## config.mk

```make
export PLATFORM = sky130hd
export DESIGN_NAME = dds_waveform_command_sequencer_unit
export DESIGN_NICKNAME = d
export VERILOG_FILES = /design/src/rtl/dds_wcs_pkg.sv /design/src/rtl/dds_waveform_command_sequencer_unit.sv
export SDC_FILE = /design/constraint.sdc
export NUM_CORES = 2
export LEC_CHECK = 0
export BUFFER_PORTS_ARGS = -buffer_cell sky130_fd_sc_hd__buf_4
export CORE_ASPECT_RATIO = 0.75
export CORE_UTILIZATION = 55
export CTS_BUF_LIST = sky130_fd_sc_hd__clkbuf_4 sky130_fd_sc_hd__clkbuf_8 sky130_fd_sc_hd__clkbuf_16
export DETAILED_ROUTE_END_ITERATION = 10
export PLACE_DENSITY = 0.71
export SLEW_MARGIN = 20
export SYNTH_ARGS = -nofsm -noshare
export SYNTH_HDL_FRONTEND = slang
export SYNTH_SLANG_ARGS = --single-unit
export TNS_END_PERCENT = 20
```

## constraint.sdc

```tcl
create_clock -name clk -period 19.1 [get_ports clk]
set_clock_uncertainty 0.15 [all_clocks]
set_input_delay 3.82 -clock clk [delete_from_list [all_inputs] [get_ports clk]]
set_output_delay 3.82 -clock clk [all_outputs]
set_load 0.02 [all_outputs]
```

## src/rtl/dds_wcs_pkg.sv

```systemverilog
// Constants for the DDS waveform command sequencer.
package dds_wcs_pkg;

    // Generator clock divided by 2^6: tuning = floor(f * 2^22 / DIV_D)
    localparam int unsigned DivWidth = 19;
    localparam logic [DivWidth-1:0] DIV_D = 19'd390625;
    // floor(2^50 / DIV_D)
    localparam logic [31:0] DIV_RECIP = 32'd2882303761;

    // Phase: floor(p * 512 / 45), reciprocal floor(2^24 / 45)
    localparam logic [5:0]  PH_DIV   = 6'd45;
    localparam logic [18:0] PH_RECIP = 19'd372827;
    localparam logic [8:0]  DEG_MAX  = 9'd359;

    // Command words
    localparam logic [15:0] CMD_RESET_ON  = 16'h0100;
    localparam logic [15:0] CMD_B28_RESET = 16'h2100;
    localparam logic [15:0] CMD_FREQ0     = 16'h4000;
    localparam logic [15:0] CMD_PHASE0    = 16'hC000;
    localparam logic [15:0] CTRL_BASE     = 16'h2000;
    localparam logic [15:0] CTRL_TRIANGLE = 16'h0002;
    localparam logic [15:0] CTRL_SQUARE   = 16'h0028;

    // Wave modes
    localparam logic [1:0] MODE_TRIANGLE = 2'd1;
    localparam logic [1:0] MODE_SQUARE   = 2'd2;

    // Word slots of one sequence
    localparam logic [2:0] SLOT_RESET_ON  = 3'd0;
    localparam logic [2:0] SLOT_B28_RESET = 3'd1;
    localparam logic [2:0] SLOT_FREQ_LO   = 3'd2;
    localparam logic [2:0] SLOT_FREQ_HI   = 3'd3;
    localparam logic [2:0] SLOT_PHASE     = 3'd4;
    localparam logic [2:0] SLOT_CONTROL   = 3'd5;

endpackage

```

## src/rtl/dds_waveform_command_sequencer_unit.sv

```systemverilog
// DDS waveform command sequencer: tuning/phase pipeline and word serializer.
//
//  channel | dir | fields (low bit up)                        | rate
//  --------+-----+--------------------------------------------+------------------
//  s_axis  | in  | wave_mode[1:0] frequency_hz[33:2]          | 1 request / 6 words
//          |     | phase_deg[42:34], zero fill to 48          |
//  m_axis  | out | spi_word[15:0], tlast = last_word          | 1 word / clk if tready
//
// Each request yields six words; the serializer sends one per cycle while
// m_axis_tready is high. The first word leaves the serializer register after
// the 8 stages. The 8-stage pipeline (two reciprocal divides by 390625, one
// by 45) advances as one; it stalls only when stage 8 holds a result and the
// serializer is still sending. Reset clears the valid bits and the serializer.
module dds_waveform_command_sequencer_unit (
    input  logic        clk,
    input  logic        rst_n,
    input  logic        s_axis_tvalid,
    output logic        s_axis_tready,
    input  logic [47:0] s_axis_tdata,   // wave_mode[1:0], frequency_hz[33:2], phase_deg[42:34]
    output logic        m_axis_tvalid,
    input  logic        m_axis_tready,
    output logic [15:0] m_axis_tdata,   // spi_word[15:0]
    output logic        m_axis_tlast    // last_word
);

    localparam int unsigned DW = dds_wcs_pkg::DivWidth;

    // request fields
    logic [1:0]  wave_mode;
    logic [31:0] frequency_hz;
    logic [8:0]  phase_deg;
    logic [8:0]  phase_clamped;

    assign wave_mode     = s_axis_tdata[1:0];
    assign frequency_hz  = s_axis_tdata[33:2];
    assign phase_deg     = s_axis_tdata[42:34];
    assign phase_clamped = (phase_deg > dds_wcs_pkg::DEG_MAX) ? dds_wcs_pkg::DEG_MAX
                                                             : phase_deg;

    // pipeline control
    logic [7:0] vld_reg;
    logic [7:0] vld_next;
    logic       adv;
    logic       ser_take;

    // stage registers
    logic [63:0]   s1_prod_reg;     // f * recip
    logic [31:0]   s1_freq_reg;
    logic [36:0]   s1_phprod_reg;   // x * recip45
    logic [17:0]   s1_phx_reg;      // clamped phase * 512
    logic [1:0]    s1_mode_reg;

    logic [13:0]   s2_q0_reg;
    logic [32:0]   s2_qd_reg;
    logic [31:0]   s2_freq_reg;
    logic [11:0]   s2_phq_reg;
    logic [17:0]   s2_phqd_reg;
    logic [17:0]   s2_phx_reg;
    logic [1:0]    s2_mode_reg;

    logic [13:0]   s3_q0_reg;
    logic [19:0]   s3_r0_reg;
    logic [11:0]   s3_phq_reg;
    logic [6:0]    s3_phr_reg;
    logic [1:0]    s3_mode_reg;

    logic [13:0]   s4_qf_reg;
    logic [DW-1:0] s4_rf_reg;
    logic [11:0]   s4_phw_reg;
    logic [1:0]    s4_mode_reg;

    logic [50:0]   s5_prod_reg;     // rf * recip
    logic [13:0]   s5_qf_reg;
    logic [DW-1:0] s5_rf_reg;
    logic [11:0]   s5_phw_reg;
    logic [1:0]    s5_mode_reg;

    logic [21:0]   s6_q2_reg;
    logic [40:0]   s6_qd_reg;
    logic [13:0]   s6_qf_reg;
    logic [DW-1:0] s6_rf_reg;
    logic [11:0]   s6_phw_reg;
    logic [1:0]    s6_mode_reg;

    logic [21:0]   s7_q2_reg;
    logic [19:0]   s7_r2_reg;
    logic [13:0]   s7_qf_reg;
    logic [11:0]   s7_phw_reg;
    logic [1:0]    s7_mode_reg;

    logic [27:0]   s8_tuning_reg;
    logic [11:0]   s8_phw_reg;
    logic [1:0]    s8_mode_reg;

    // serializer
    logic          ser_valid_reg;
    logic          ser_valid_next;
    logic [2:0]    ser_slot_reg;
    logic [2:0]    ser_slot_next;
    logic [27:0]   ser_tuning_reg;
    logic [11:0]   ser_phw_reg;
    logic [1:0]    ser_mode_reg;

    // combinational datapath pieces
    logic [17:0]   phx;
    logic [32:0]   r0_full;
    logic [17:0]   phr_full;
    logic [40:0]   r2_full;
    logic [40:0]   rf_shift;

    assign phx      = {phase_clamped, 9'd0};
    assign r0_full  = {1'b0, s2_freq_reg} - s2_qd_reg;
    assign phr_full = s2_phx_reg - s2_phqd_reg;
    assign rf_shift = {s6_rf_reg, 22'd0};
    assign r2_full  = rf_shift - s6_qd_reg;

    // stall-all pipeline: moves unless stage 8 is full and cannot hand off
    assign ser_take      = !ser_valid_reg ||
                           (m_axis_tready && ser_slot_reg == dds_wcs_pkg::SLOT_CONTROL);
    assign adv           = !vld_reg[7] || ser_take;
    assign s_axis_tready = adv;

    always_comb
    begin
        vld_next = vld_reg;
        if (adv)
        begin
            vld_next = {vld_reg[6:0], s_axis_tvalid};
        end
    end

    always_ff @(posedge clk or negedge rst_n)
    begin
        if (!rst_n)
        begin
            vld_reg <= '0;
        end
        else
        begin
            vld_reg <= vld_next;
        end
    end

    always_ff @(posedge clk)
    begin
        if (adv)
        begin
            // stage 1: reciprocal products
            s1_prod_reg   <= 64'(frequency_hz * dds_wcs_pkg::DIV_RECIP);
            s1_freq_reg   <= frequency_hz;
            s1_phprod_reg <= 37'(phx * dds_wcs_pkg::PH_RECIP);
            s1_phx_reg    <= phx;
            s1_mode_reg   <= wave_mode;

            // stage 2: estimates and back-multiply
            s2_q0_reg   <= s1_prod_reg[63:50];
            s2_qd_reg   <= 33'(s1_prod_reg[63:50] * dds_wcs_pkg::DIV_D);
            s2_freq_reg <= s1_freq_reg;
            s2_phq_reg  <= s1_phprod_reg[35:24];
            s2_phqd_reg <= 18'(s1_phprod_reg[35:24] * dds_wcs_pkg::PH_DIV);
            s2_phx_reg  <= s1_phx_reg;
            s2_mode_reg <= s1_mode_reg;

            // stage 3: remainders
            s3_q0_reg   <= s2_q0_reg;
            s3_r0_reg   <= r0_full[19:0];
            s3_phq_reg  <= s2_phq_reg;
            s3_phr_reg  <= phr_full[6:0];
            s3_mode_reg <= s2_mode_reg;

            // stage 4: one-step correction
            if (s3_r0_reg >= 20'(dds_wcs_pkg::DIV_D))
            begin
                s4_qf_reg <= s3_q0_reg + 14'd1;
                s4_rf_reg <= DW'(s3_r0_reg - 20'(dds_wcs_pkg::DIV_D));
            end
            else
            begin
                s4_qf_reg <= s3_q0_reg;
                s4_rf_reg <= s3_r0_reg[DW-1:0];
            end
            if (s3_phr_reg >= 7'(dds_wcs_pkg::PH_DIV))
            begin
                s4_phw_reg <= s3_phq_reg + 12'd1;
            end
            else
            begin
                s4_phw_reg <= s3_phq_reg;
            end
            s4_mode_reg <= s3_mode_reg;

            // stage 5: fractional part product
            s5_prod_reg <= 51'(s4_rf_reg * dds_wcs_pkg::DIV_RECIP);
            s5_qf_reg   <= s4_qf_reg;
            s5_rf_reg   <= s4_rf_reg;
            s5_phw_reg  <= s4_phw_reg;
            s5_mode_reg <= s4_mode_reg;

            // stage 6
            s6_q2_reg   <= s5_prod_reg[49:28];
            s6_qd_reg   <= 41'(s5_prod_reg[49:28] * dds_wcs_pkg::DIV_D);
            s6_qf_reg   <= s5_qf_reg;
            s6_rf_reg   <= s5_rf_reg;
            s6_phw_reg  <= s5_phw_reg;
            s6_mode_reg <= s5_mode_reg;

            // stage 7
            s7_q2_reg   <= s6_q2_reg;
            s7_r2_reg   <= r2_full[19:0];
            s7_qf_reg   <= s6_qf_reg;
            s7_phw_reg  <= s6_phw_reg;
            s7_mode_reg <= s6_mode_reg;

            // stage 8: correct q2 by one, tuning = (qf << 22) + q2, low 28 bits
            if (s7_r2_reg >= 20'(dds_wcs_pkg::DIV_D))
            begin
                s8_tuning_reg <= {s7_qf_reg[5:0], s7_q2_reg + 22'd1};
            end
            else
            begin
                s8_tuning_reg <= {s7_qf_reg[5:0], s7_q2_reg};
            end
            s8_phw_reg  <= s7_phw_reg;
            s8_mode_reg <= s7_mode_reg;
        end
    end

    // serializer control
    always_comb
    begin
        ser_valid_next = ser_valid_reg;
        ser_slot_next  = ser_slot_reg;
        if (ser_take)
        begin
            ser_valid_next = vld_reg[7];
            ser_slot_next  = dds_wcs_pkg::SLOT_RESET_ON;
        end
        else if (m_axis_tready)
        begin
            ser_slot_next = ser_slot_reg + 3'd1;
        end
    end

    always_ff @(posedge clk or negedge rst_n)
    begin
        if (!rst_n)
        begin
            ser_valid_reg <= 1'b0;
            ser_slot_reg  <= dds_wcs_pkg::SLOT_RESET_ON;
        end
        else
        begin
            ser_valid_reg <= ser_valid_next;
            ser_slot_reg  <= ser_slot_next;
        end
    end

    always_ff @(posedge clk)
    begin
        if (ser_take && vld_reg[7])
        begin
            ser_tuning_reg <= s8_tuning_reg;
            ser_phw_reg    <= s8_phw_reg;
            ser_mode_reg   <= s8_mode_reg;
        end
    end

    // word select
    always_comb
    begin
        unique case (ser_slot_reg)
            dds_wcs_pkg::SLOT_RESET_ON:  m_axis_tdata = dds_wcs_pkg::CMD_RESET_ON;
            dds_wcs_pkg::SLOT_B28_RESET: m_axis_tdata = dds_wcs_pkg::CMD_B28_RESET;
            dds_wcs_pkg::SLOT_FREQ_LO:
                m_axis_tdata = dds_wcs_pkg::CMD_FREQ0 | {2'b00, ser_tuning_reg[13:0]};
            dds_wcs_pkg::SLOT_FREQ_HI:
                m_axis_tdata = dds_wcs_pkg::CMD_FREQ0 | {2'b00, ser_tuning_reg[27:14]};
            dds_wcs_pkg::SLOT_PHASE:
                m_axis_tdata = dds_wcs_pkg::CMD_PHASE0 | {4'b0000, ser_phw_reg};
            dds_wcs_pkg::SLOT_CONTROL:
            begin
                if (ser_mode_reg == dds_wcs_pkg::MODE_TRIANGLE)
                begin
                    m_axis_tdata = dds_wcs_pkg::CTRL_BASE | dds_wcs_pkg::CTRL_TRIANGLE;
                end
                else if (ser_mode_reg == dds_wcs_pkg::MODE_SQUARE)
                begin
                    m_axis_tdata = dds_wcs_pkg::CTRL_BASE | dds_wcs_pkg::CTRL_SQUARE;
                end
                else
                begin
                    m_axis_tdata = dds_wcs_pkg::CTRL_BASE;
                end
            end
            default: m_axis_tdata = dds_wcs_pkg::CMD_RESET_ON;
        endcase
    end

    assign m_axis_tvalid = ser_valid_reg;
    assign m_axis_tlast  = (ser_slot_reg == dds_wcs_pkg::SLOT_CONTROL);

endmodule
```

### Word level (Yosys, flattened, before mapping)

Index checks and enable logic that the tools add are counted.

* flip-flop bits (word level): 556
* input port bits: 52
* output and inout bits: 19
* word-level logic and storage cells: 84

* add/sub/neg operators: 8
* multiply operators: 6
* magnitude comparators: 4
* equal/unequal tests: 7
* mux-type cells: 10
* reduce and logical (&&, ||, !) cells: 7

Operator list (number)
* case mux 16 bit (5 select lines): 1
* multiplier 32 x 32 -> 64 bit (second input constant): 1
* multiplier 19 x 32 -> 50 bit (second input constant): 1
* >= comparator 20 x 19 -> 1 bit (second input constant): 2
* multiplier 9 x 19 -> 27 bit (second input constant): 1
* adder 22 x 1 -> 22 bit (second input constant): 1
* multiplier 22 x 19 -> 20 bit (second input constant): 1
* two-way mux 22 bit: 1
* multiplier 14 x 19 -> 20 bit (second input constant): 1
* subtractor 1 x 20 -> 20 bit (first input constant): 1
* subtractor 20 bit: 1
* two-way mux 19 bit: 1
* subtractor 19 bit (second input constant): 1
* two-way mux 6 bit: 3
* adder 12 x 1 -> 12 bit (second input constant): 1
* multiplier 12 x 6 -> 7 bit (second input constant): 1
* two-way mux 12 bit: 1
* greater-than comparator 9 bit (second input constant): 1
* two-way mux 9 bit: 1
* >= comparator 7 x 6 -> 1 bit (second input constant): 1
* subtractor 1 x 7 -> 7 bit (first input constant): 1
* adder 6 x 1 -> 6 bit (second input constant): 1
* == test 3 x 2 -> 1 bit (second input constant): 2
* == test 3 bit (second input constant): 2
* 9 further kinds: 13

### Longest topological paths before layout

* depth after elaboration: 4
* depth in mapped cells: 26
* mapped depth without buffers: 26

### Least setup slack after synthesis

Ideal clock, no wire load.

* path kind: input to register
* from: in m_axis_tready
* to: reg s1_freq_reg[10] (enable)
* setup time: 3.967 ns
* data arrival time: 12.859 ns
* required time: 14.983 ns
* path slack: 2.124 ns
* cell stages on the path: 2
* buffers on the path: 0
* path through: nand2_1 > nand3_1

* cells in the longest elaborated chain, start to end: 3

Ends and longest elaborated chain
* from (decl): line dds_waveform_command_sequencer_unit.sv:21 `input logic m_axis_tready,`
* logical AND 1 bit: line dds_waveform_command_sequencer_unit.sv:119 `(m_axis_tready && ser_slot_reg == dds_wcs_pkg::SLOT_CONTROL);`
* logical OR 1 bit: line dds_waveform_command_sequencer_unit.sv:118 `assign ser_take = !ser_valid_reg ||`
* logical OR 1 bit: line dds_waveform_command_sequencer_unit.sv:120 `assign adv = !vld_reg[7] || ser_take;`
* named net s_axis_tready: line dds_waveform_command_sequencer_unit.sv:18 `output logic s_axis_tready,`
* to (signal assigned): line dds_waveform_command_sequencer_unit.sv:150 `s1_freq_reg <= frequency_hz;`
* to (decl): line dds_waveform_command_sequencer_unit.sv:48 `logic [31:0] s1_freq_reg;`

The timed path passes the listed nets, and every way through them passes these cells.
A chain may end at the register's enable or synchronous reset.

### Final worst setup path

* from: in s_axis_tdata[21]
* to: reg s1_prod_reg[63], data pin

* cells in the longest elaborated chain, start to end: 1

Ends and longest elaborated chain
* from (decl): line dds_waveform_command_sequencer_unit.sv:19 `input logic [47:0] s_axis_tdata,`
* multiplier 32 x 32 -> 64 bit: line dds_waveform_command_sequencer_unit.sv:149 `s1_prod_reg <= 64'(frequency_hz * dds_wcs_pkg::DIV_RECIP);`
* to (signal assigned): line dds_waveform_command_sequencer_unit.sv:149
* to (decl): line dds_waveform_command_sequencer_unit.sv:47 `logic [63:0] s1_prod_reg;`

No other way between the ends.

==> impl_metrics.py <==
metrics = {
    "outcome": {
        "outcome": "complete, no violations",
    },
    "detailed_routing": {
        "wl_per_cell_um": 17.75,
        "drt_wl_total_um": 95870,
        "drtIter0Drc": 1431,
        "first_pass_iters": 6,
        "antenna_left": 0,
        "drcViolationCount": 0,
        "vias_per_cell": 5.170,
        "vias": 27920,
    },
    "clock_tree": {
        "cts_resized": 0,
        "cts_buffers": 45,
        "clockBufferDepth": 3,
        "clock_sinks": 449,
        "cts_max_level": 2,
        "cts_tree": "built",
        "cts-root-buf": "clkbuf_16",
        "clock_latency_ns": 0.57,
        "clkTransAtPathRegs_ns": 0.06,
        "ctsHoldBuffers": 0,
        "cts_setup_buffers": 0,
    },
    "sta": {
        "drv_slew": 0,
        "relSlewSlack_pct": 34.90,
        "tns_ns": 0,
        "min_period_ns": 11.26,
        "fmax_ghz": 0.08881,
        "rsz0062_at_grt": "false",
        "worstMarginPinSlew_ns": 0.9766,
        "hold_viol": 0,
        "fin_crit_sh_pct": 58.96,
        "setup-violations-final": 0,
    },
    "worst_setup_path": {
        "worst_setup_path_end_kind": "register",
        "critPathRequiredTime_ns": 19.27,
        "slowest_delay_ns": 0.64,
        "worst-r2r-setup-slack_ns": 11.54,
        "critPathLaunchType": "input pin",
        "cp_max_fo": 13,
        "reg2reg_depth": 22,
        "crit_slowest_cell": "fa_1",
        "critPathKind": "input pin to register",
        "cp_common_cell": "fa_1",
        "crit_arrival_ns": 11.43,
    },
    "yosys": {
        "avgSynthCellArea_sq_um": 11.87,
        "yosysWarnings": 0,
        "synth_area_sq_um": 48690,
        "synth_ff_type": "edfxtp_1",
        "syn_nets": 5721,
        "synth_cell_types": 66,
        "yosysSeqAreaShare_pct": 27.57,
        "syn_inst": 4103,
        "async_flop_share_pct": 2.673,
        "ys_ff_latch": 449,
        "synth_edf_count": 437,
    },
    "grt": {
        "grt_first_pass_wirelength_um": 157800,
        "grt_use_met3_pct": 5.500,
        "grt_busiest_layer": "met2",
        "antenna_found_initial": 0,
        "grt_use_met1_pct": 32.42,
        "overflow": 0,
        "track_usage_pct": 22.61,
        "grt_use_met2_pct": 34.83,
        "grt_start_max_net_pins": 79,
        "grt_pass1_vias": 29740,
    },
    "die": {
        "start_util_pct": 55.49,
        "die_height_um": 259.7,
        "rows": 94,
        "core_sq_um": 87740,
        "die_x_um": 345.6,
        "boundaryPins": 71,
        "die_area_sq_um": 89730,
    },
    "cells_and_area": {
        "fin_area_sq_um": 52170,
        "drive_gt1_share_pct": 4.283,
        "diodes": 0,
        "instances_no_fill": 5401,
        "final_util_pct": 59.46,
        "area_delta_synth_final_pct": 7.147,
        "nets": 5833,
        "final_common_cell": "inv_1",
        "final_cell_mix": "inv_1 (1236), ha_1 (837), fa_1 (729)",
    },
    "placed_design": {
        "port_buffers": 65,
        "dp_hpwl_um": 80070,
        "place_congestion": 0.9606,
        "dp.cells": 5320,
        "dpl_cell_area_sq_um": 50650,
    },
    "worst_hold_path": {
        "hold_path.class": "register to register",
        "hold_depth": 0,
    },
    "run": {
        "maxCapViolations": 0,
    },
}
## worst paths after layout
path / from / end
setup / recovery: s_axis_tdata[21] / s1_prod_reg[63]
hold reg to reg: s6_q2_reg[5] / s7_q2_reg[5]
hold / removal: s6_q2_reg[5] / s7_q2_reg[5]
min in group asynchronous: rst_n / m_axis_tvalid
max in group asynchronous: rst_n / vld_reg[4]
setup reg to reg: s4_rf_reg[15] / s5_prod_reg[49]
## metrics by stage
stage / worst slack, ns / hold WS, ns
after floorplan: 2.124 / 0.2503
after global placement: 7.267 / 0.2505
after detailed placement: 7.251 / 0.2545
after CTS: 7.811 / 0.2526
after global routing: 7.597 / 0.2657
final: 7.839 / 0.2560
## per-layer routing
metal,part of all wire [%],wire length (um)
met4,2.3,2175
met5,0,0
met1,46,43770
met2,44,42600
met3,7.6,7325
## final cells by class
type | instances | area [sq um]
fill | 7065 | 35570
clock buffer | 55 | 1242
tap | 1152 | 1441
inverter | 1236 | 4639
sequential | 449 | 13420
multi-input combinational | 2412 | 30620
clock inverter | 26 | 262.8
timing repair buffer | 71 | 533.0
## logic make-up (layout without fill, tap and decap cells)
kind of cell | after synthesis | after routing | synth area share, %
DFF | 449 | 449 | 27.57
xor gates and xnor gates | 202 | 202 | 3.634
AOI/OAI and AO/OA | 273 | 273 | 3.783
muxes | 11 | 11 | 0.2493
adders and majority gates | 1566 | 1566 | 51.49
and+or+nand+nor | 360 | 360 | 3.703
buffers and inverters | 1242 | 1388 | 9.575
## Yosys cell counts (8+ instances only)
library cell  number  area [sq um]
fa_1             729         14590
xnor2_1          156          1366
o21a_1            18         135.1
and3_1            18         112.6
a21o_1            40         300.3
and2_1            12         75.07
nor2b_1           18         112.6
mux2_2             9         101.4
a21oi_1           74         370.4
a211oi_1          11         82.58
nand4_1           23         143.9
dfrtp_1           12         300.3
nor2_1            87         326.6
nor4_1             9         56.30
or3_1              8         50.05
ha_1             837         10470
xor2_1            46         402.9
o21ai_0           53         265.3
edfxtp_1         437         13120
a222oi_1           8         80.08
nand3_1           40         200.2
nand2b_1          26         162.7
o21bai_1           8         60.06
inv_1           1236          4639
nor3_1            33         165.2
nand2_1           67         251.5
## worst max-delay path, delay by kind of cell
family                   cells  cell delay [ns]
adder cells (fa/ha/maj)      9             4.57
AO/OA/AOI/OAI                8             1.69
AND/OR/NAND/NOR              2             0.79
buffers and inverters        5             0.45
XOR/XNOR                     1             0.12
Power is not shown: default switching activity piles up to over one toggle a cycle in this logic, so the estimate is an artifact.
